===== config.mk =====
export PLATFORM = sky130hd
export DESIGN_NAME = shset_ctrl
export DESIGN_NICKNAME = d
export VERILOG_FILES = /design/src/hdl/string_hash_set_open_addressing_assert.svh /design/src/hdl/shset_pkg.sv /design/src/hdl/shset_ctrl.sv
export SDC_FILE = /design/constraint.sdc
export NUM_CORES = 1
export LEC_CHECK = 0
export ABC_AREA = 1
export CAP_MARGIN = 20
export CORE_AREA = 2 2 39 41
export CTS_BUF_LIST = sky130_fd_sc_hd__clkbuf_2
export DETAILED_ROUTE_END_ITERATION = 6
export DIE_AREA = 0 0 41 43
export DONT_BUFFER_PORTS = 1
export HOLD_SLACK_MARGIN = 0.08
export SYNTH_ARGS = -nofsm -noshare
export SYNTH_HDL_FRONTEND = slang
export SYNTH_SLANG_ARGS = --single-unit

===== constraint.sdc =====
create_clock -name clock -period 1.35 [get_ports clock]
set_input_delay 0.27 -clock clock [delete_from_list [all_inputs] [get_ports clock]]
set_output_delay 0.27 -clock clock [all_outputs]
set_load 0.1 [all_outputs]

===== src/hdl/string_hash_set_open_addressing_assert.svh =====
// ---------------------------------------------------------------------------
// string_hash_set_open_addressing_assert.svh
// Assertion macros used by the hash set top level.
// ---------------------------------------------------------------------------
`ifndef STRING_HASH_SET_OPEN_ADDRESSING_ASSERT_SVH
`define STRING_HASH_SET_OPEN_ADDRESSING_ASSERT_SVH

// Same-cycle implication, disabled during reset
`define SHSET_ASSERT_NOW(lbl, clk, rst, ante, cons) \
   lbl: assert property (@(posedge clk) disable iff (rst) (ante) |-> (cons)) \
      else $error("shset check failed");

// Next-cycle implication, disabled during reset
`define SHSET_ASSERT_NEXT(lbl, clk, rst, ante, cons) \
   lbl: assert property (@(posedge clk) disable iff (rst) (ante) |=> (cons)) \
      else $error("shset check failed");

`endif


===== src/hdl/shset_pkg.sv =====
// ---------------------------------------------------------------------------
// shset_pkg
// Shared types and constants of the open-addressing string hash set.
// ---------------------------------------------------------------------------
package shset_pkg;

   // Field widths
   localparam int REQ_W   = 2;
   localparam int KEY_W   = 64;
   localparam int LEN_W   = 4;
   localparam int HASH_W  = 32;
   localparam int STATE_W = 2;

   // Request codes
   localparam logic [REQ_W-1:0] REQ_ADD    = 2'd0;
   localparam logic [REQ_W-1:0] REQ_REMOVE = 2'd1;
   localparam logic [REQ_W-1:0] REQ_QUERY  = 2'd2;
   localparam logic [REQ_W-1:0] REQ_NOP    = 2'd3;

   // Slot state codes
   localparam logic [STATE_W-1:0] SLOT_EMPTY   = 2'd0;
   localparam logic [STATE_W-1:0] SLOT_FULL    = 2'd1;
   localparam logic [STATE_W-1:0] SLOT_DELETED = 2'd2;

   // Controller to datapath commands
   typedef struct packed {
      logic clear;        // write one empty slot of the clearing pass
      logic load;         // capture an accepted request
      logic hash_step;    // one Horner step
      logic probe_start;  // home slot from the hash
      logic rd_en;        // read the current slot
      logic check;        // evaluate the slot just read
      logic commit;       // table update and result capture
      logic out_load;     // move result into the output register
   } cmd_type;

   // Datapath to controller status
   typedef struct packed {
      logic clear_last;
      logic req_nop;
      logic hash_done;
      logic match;
      logic slot_empty;
      logic probe_last;
      logic out_busy;
   } stat_type;

endpackage


===== src/hdl/shset_ctrl.sv =====
// ---------------------------------------------------------------------------
// shset_ctrl
// Controller: clearing pass, hashing, probe walk sequencing and commit.
// ---------------------------------------------------------------------------
module shset_ctrl (
   input  logic                clock,
   input  logic                reset,
   input  logic                req_valid,
   output logic                req_ready,
   input  shset_pkg::stat_type stat,
   output shset_pkg::cmd_type  cmd
);
   import shset_pkg::*;

   typedef enum logic [6:0] {
      S_CLEAR = 7'b0000001,
      S_IDLE  = 7'b0000010,
      S_HASH  = 7'b0000100,
      S_READ  = 7'b0001000,
      S_CHECK = 7'b0010000,
      S_WRITE = 7'b0100000,
      S_DONE  = 7'b1000000
   } state_type;

   state_type state_ff;
   state_type state_in;

   // next state and commands
   always_comb begin
      state_in  = state_ff;
      cmd       = '0;
      req_ready = 1'b0;
      unique case (state_ff)
         S_CLEAR: begin
            cmd.clear = 1'b1;
            if (stat.clear_last) state_in = S_IDLE;
         end
         S_IDLE: begin
            req_ready = 1'b1;
            if (req_valid) begin
               cmd.load = 1'b1;
               state_in = S_HASH;
            end
         end
         S_HASH: begin
            if (stat.req_nop) begin
               state_in = S_WRITE;
            end else if (stat.hash_done) begin
               cmd.probe_start = 1'b1;
               state_in        = S_READ;
            end else begin
               cmd.hash_step = 1'b1;
            end
         end
         S_READ: begin
            cmd.rd_en = 1'b1;
            state_in  = S_CHECK;
         end
         S_CHECK: begin
            cmd.check = 1'b1;
            if (stat.match || stat.slot_empty || stat.probe_last) begin
               state_in = S_WRITE;
            end else begin
               state_in = S_READ;
            end
         end
         S_WRITE: begin
            cmd.commit = 1'b1;
            state_in   = S_DONE;
         end
         S_DONE: begin
            if (!stat.out_busy) begin
               cmd.out_load = 1'b1;
               state_in     = S_IDLE;
            end
         end
         default: state_in = S_CLEAR;
      endcase
   end

   always_ff @(posedge clock) begin
      if (reset) begin
         state_ff <= S_CLEAR;
      end else begin
         state_ff <= state_in;
      end
   end

endmodule


==> results of run 1 <==
-- area by class of cell --
type	count	area, sq um	area share
inverters	20	101	0.103
well taps	16	20.0	0.0203
repair buffers	25	319	0.324
clock buffers	4	20.0	0.0203
flip-flops and latches	7	150	0.152
multi-input cells	61	374	0.380
-- power groups by stage --
stage / logic, mW / registers (mW) / clock network [mW]
6_report: 0.393 / 0.239 / 0.157
5_1_grt: 0.419 / 0.241 / 0.168
4_1_cts: 0.386 / 0.239 / 0.162
3_5_place_dp: 0.350 / 0.243 / 0
3_3_place_gp: 0.345 / 0.242 / 0
2_1_floorplan: 0.252 / 0.241 / 0
-- stage by stage --
step | TNS (ps) | cell area [sq um]
after floorplan | -780 | 594
after global placement | -18.3 | 850
after detailed placement | -22.1 | 850
after CTS | -1880 | 967
after global routing | -2670 | 985
final | -1960 | 985
-- kinds of logic after synthesis --
| logic type | count (synthesis) | share of synthesized area |
|---|---|---|
| simple gates | 55 | 0.533 |
| flops | 7 | 0.263 |
| buf+inv | 20 | 0.141 |
| compound gates | 6 | 0.0634 |
-- worst max path at each step --
stage	to	start	depth (start not counted)	slack, ps
after detailed placement	cmd[6]	state_ff[1]	7	-10
after global routing	cmd[6]	state_ff[5]	8	-320
after CTS	cmd[6]	state_ff[4]	8	-260
final	cmd[6]	state_ff[5]	8	-280
after floorplan	state_ff[1]	state_ff[5]	8	-200
after global placement	req_ready	state_ff[1]	5	-9
-- cell usage in the layout (no fill, tap or decap), types with 3 or more instances in the layout --
master,Yosys,layout
nor2_2,4,5
clkinvlp_4,0,3
nand2_1,18,16
buf_4,0,13
dfxtp_2,0,5
buf_12,0,10
clkbuf_2,0,4
nand3_1,7,6
nand2_2,3,3
a21oi_1,3,3
inv_2,6,5
nor2_1,14,9
nand2_4,2,4
inv_1,14,10
nor2_4,3,7
-- worst register-to-register path, stage by stage (launching register included) --
cell and delay (ps):
dfxtp_2 330, inv_2 70, nand2_4 60, nor2_4 180
nand2_4 120, buf_4 150, buf_4 130, o21ai_2 100
nor2_1 50, nand3_1 60, inv_1 40
-- synth_stat cells --
library cell	number
nor2_1	14
nor3_2	1
inv_1	14
inv_2	6
nor3_1	1
o22ai_1	1
nand3_1	7
o211ai_1	1
nand4_1	1
a21oi_1	3
nor2_2	4
nand2_1	18
o21ai_1	1
nand2_2	3
dfxtp_1	7
nor2_4	3
nand2_4	2
nand3b_1	1
-- repair_timing --
action | CTS | global route
hold buffers | 1 | 0
buffers inserted | 5 | 2
resized for setup | 14 | 3
hold endpoints to repair | 3 | 0
endpoints found under the setup margin | 9 | 12
pin swaps | 5 | 2
-- metal layers --
layer	global-route usage	routed length (um)
met1	0.218	581
met2	0.381	831
met3	0.0262	100
met4	0.140	29
met5	0	0
==> results.cfg, run 1 <==
[finish]
finish.utilization = 0.712
instances_no_fill = 133
largest_registers = state_ff (7)
layout-drive-gt1-share = 0.564
largest_register_ffs = 7
nets = 128
fill_cells = 104
largest-register = state_ff
area_growth_pct = 84.7
antenna_cells = 0

[placement]
portBuffers = 0
place_hpwl_um = 1170
place_congestion = 0.846
dp.cells = 122
preCtsSetupSlack_ps = -14.2

[yosys]
ys_types = 18
syn_inst = 88
postSynthNetCount = 98
ys_seq_area_frac = 0.263
synth.top_cell.area_share = 0.263
ys_ff_latch = 7
synth_area_leaders = dfxtp_1 (26%), nand2_1 (13%), inv_1 (9.9%)
yosys_warnings = 0
syn-cell-area_sq_um = 533
syn_avg_cell_area_sq_um = 6.06
synth_area_leader_cell = dfxtp_1

[grt]
grt_pass1_wl_um = 2490
grt_pass1_vias = 633
antenna_found_initial = 0
overflow = 0
global_route.usage.total = 0.217
grt_max_degree = 6

[worst_setup_path]
r2r_slack_ps = -40
max_stage_delay_ps = 330
crit_path_start_kind = flip-flop
worst_path_most_repeated_cell = nand2_4
critical-path-top-delay-family = simple AND/OR/NAND/NOR gates
crit_path_max_fanout = 5
timing.rr.end = state_ff[3]
cp-end-kind = output pin
worstSetupPathType = flip-flop to output pin
cp_cell_sequence = inv_2 -> nand2_4 -> nor2_4 -> nand2_4 -> inv_12 -> nand2_4 -> clkinvlp_4 -> buf_12
reg2reg_from = state_ff[5]
crit_required_ps = 1080
critical_path.n_buffers_inverters = 4
reg2reg_depth = 10
cpMaxStageDelayCell = dfxtp_2
cp.arrival_ps = 1360

[sta]
fin_crit_sh = 1.20
rsz0062_at_grt = true
hold_ws_ps = 96.4
finalCriticalPeriod_ps = 1630
skew_ps = 9.45
slew_viol_final = 0
setup_viol_count_final = 10
setup_slack_ps = -277
max_slew_margin = 0.845
hold_viol_final = 0
worst_pin_slew_ps = 231
fmax_mhz = 615

[power_and_ir_drop]
intPower_mw = 0.445
p_total_mw = 0.788
p_per_area_nw_per_um2 = 800
p_leak_nw = 0.441
irDropWorstVdd_mv = 0.549
p_sw_mw = 0.343
swShare = 0.436
comb_power_share = 0.498
sequentialPowerShare = 0.303
p_clk_frac = 0.199

[floorplan]
boundaryPins = 19
die_x_um = 41
start_util = 0.385
core_area_sq_um = 1380
die_h_um = 43
fp-row-count = 14
die_area_sq_um = 1760

[clock_network]
cts_buffers = 3
cts_max_path_buffers = 2
h-tree-depth = 1
clk_pin_slew_ps = 80
cts_num_sinks = 7
cts_root_buf = clkbuf_2
clock_latency_ps = 240
cts_tree = built

[job]
maxCapViolations = 0

[drt]
drt_wl_total_um = 1540
ant_nets = 0
drtPass1Iterations = 4
wl_per_cell_um = 11.6
drt_iter0_drc = 9
dr_total_vias = 647
drt-vias-per-instance = 4.86
drcViolationCount = 0

[min_path]
min_to = state_ff[2]
min_path_cells = 1
min-delay-start = reset
hold_path.class = primary input to flip-flop

[outcome]
failed_checks = negative setup slack
status = finished, violations left
(Power assumes the default switching activity.)
==> run 2: changes to the inputs <==
Settings changed: CTS_BUF_LIST sky130_fd_sc_hd__clkbuf_2 to sky130_fd_sc_hd__clkbuf_8, REMOVE_ABC_BUFFERS set to 1.
==> run 2 against run 1 <==
The run still ends with negative setup slack left. Non-clock buffer count shrank 2. Worst setup slack better by 81 ps. Register-to-register slack better by 100 ps. Maximum frequency grew 5.3%. Critical path type unchanged. Largest cell class unchanged. Largest power group unchanged. Highest routed layer unchanged.
==> results.cfg, run 2 (same netlist as run 1, synthesis figures left out) <==
[sta]
setup_slack_ps = -196
finalCriticalPeriod_ps = 1550
slew_viol_final = 0
worst_pin_slew_ps = 232
setup_tns_ps = -1400
hold_viol_final = 0
fin_crit_sh = 1.14
max_slew_margin = 0.844
skew_ps = 3.62
rsz0062_at_grt = true
setup_viol_count_final = 9
fmax_mhz = 647

[grt]
grt_max_degree = 6
grt_pass1_vias = 580
antenna_found_initial = 0
grt_pass1_wl_um = 2240
global_route.usage.total = 0.189
overflow = 0

[worst_setup_path]
crit_start = state_ff[4]
reg2reg_from = state_ff[4]
crit_required_ps = 1080
worstSetupPathType = flip-flop to output pin
cp-end-kind = output pin
crit_path_max_fanout = 4
cp.arrival_ps = 1280
crit_path_start_kind = flip-flop

[finish]
largest_register_ffs = 7
final_common_cell = nand2_1
instances_no_fill = 131
layout-drive-gt1-share = 0.548
largest-register = state_ff
antenna_cells = 0
largest_registers = state_ff (7)
finish.utilization = 0.683
mostFrequentLayoutCells = nand2_1 (16), buf_4 (13), inv_1 (11), nor2_1 (11), inv_2 (10)
area_growth_pct = 77.2
nets = 126

[clock_network]
cts_buffers = 3
cts_num_sinks = 7
cts_tree = built
clk_pin_slew_ps = 40
cts_root_buf = clkbuf_8
clock_latency_ps = 230
h-tree-depth = 1
cts_max_path_buffers = 2

[power_and_ir_drop]
irDropWorstVdd_mv = 0.668
p_per_area_nw_per_um2 = 937
p_total_mw = 0.885
p_leak_nw = 0.454

[min_path]
min-delay-start = reset
hold_path.class = primary input to flip-flop

[drt]
drcViolationCount = 0
drt-vias-per-instance = 4.83
drtPass1Iterations = 4
wl_per_cell_um = 10.6
drt_iter0_drc = 16
drt_wl_total_um = 1390
ant_nets = 0
dr_total_vias = 633

[floorplan]
core_area_sq_um = 1380
boundaryPins = 19
die_h_um = 43
fp-row-count = 14
start_util = 0.385
die_x_um = 41
die_area_sq_um = 1760

[outcome]
failed_checks = negative setup slack
status = finished, violations left

[placement]
dp.cells = 119
place_congestion = 0.851
place_hpwl_um = 1090
preCtsSetupSlack_ps = 3.71
portBuffers = 0

[job]
maxCapViolations = 0
-- run 2: power by group --
| part | internal (mW) | switching (mW) | leakage, nW | total (mW) |
|---|---|---|---|---|
| combinational | 0.132 | 0.231 | 0.367 | 0.363 |
| sequential | 0.223 | 0.0157 | 0.0598 | 0.239 |
| clock | 0.196 | 0.0869 | 0.0269 | 0.283 |
| total | 0.551 | 0.334 | 0.454 | 0.885 |
-- run 2: metrics by stage --
| step | cell area, sq um | hold slack, ps |
|---|---|---|
| after floorplan | 533 | 339 |
| after global placement | 771 | 340 |
| after global routing | 945 | 97.4 |
| final | 945 | 101 |
| after detailed placement | 771 | 344 |
| after CTS | 892 | 100 |
-- run 2: worst paths after layout --
kind	to	slack (ps)	depth (start not counted)
worst max register to register	state_ff[3]	60	10
worst max-delay path	cmd[6]	-200	8
worst min register to register	state_ff[6]	640	4
worst min-delay path	state_ff[5]	100	1
-- run 2: per-layer routing --
metal  part of all wire  GRT usage  routed length (um)  vias to the layer above
li1                   -          -                   -                      320
met1               0.40      0.235                 564                      286
met2               0.51      0.291                 713                       25
met3              0.069     0.0209                  96                        2
met4              0.014      0.120                  20                        0
met5                  0          0                   0                        -
-- run 2: critical path: stages, from the launching register on --
cell and delay, ps:
dfxtp_2 320, inv_2 70, nand2_4 60, nor2_4 150, nand2_2 80, inv_2 70, nand2_2 70, inv_2 70
buf_12 160
-- run 2: layout make-up --
type	count	area [sq um]
fill	109	439
sequential	7	151
inverter	20	75.1
clock buffer	3	41.3
multi-input combinational	61	364
clock inverter	1	3.75
timing repair buffer	23	289
tap	16	20.0
-- run 2: repair_timing --
item,in CTS,in global routing
hold buffers,0,0
endpoints found under the setup margin,9,12
resized for setup,13,13
pin swaps,4,8
buffers inserted,6,2
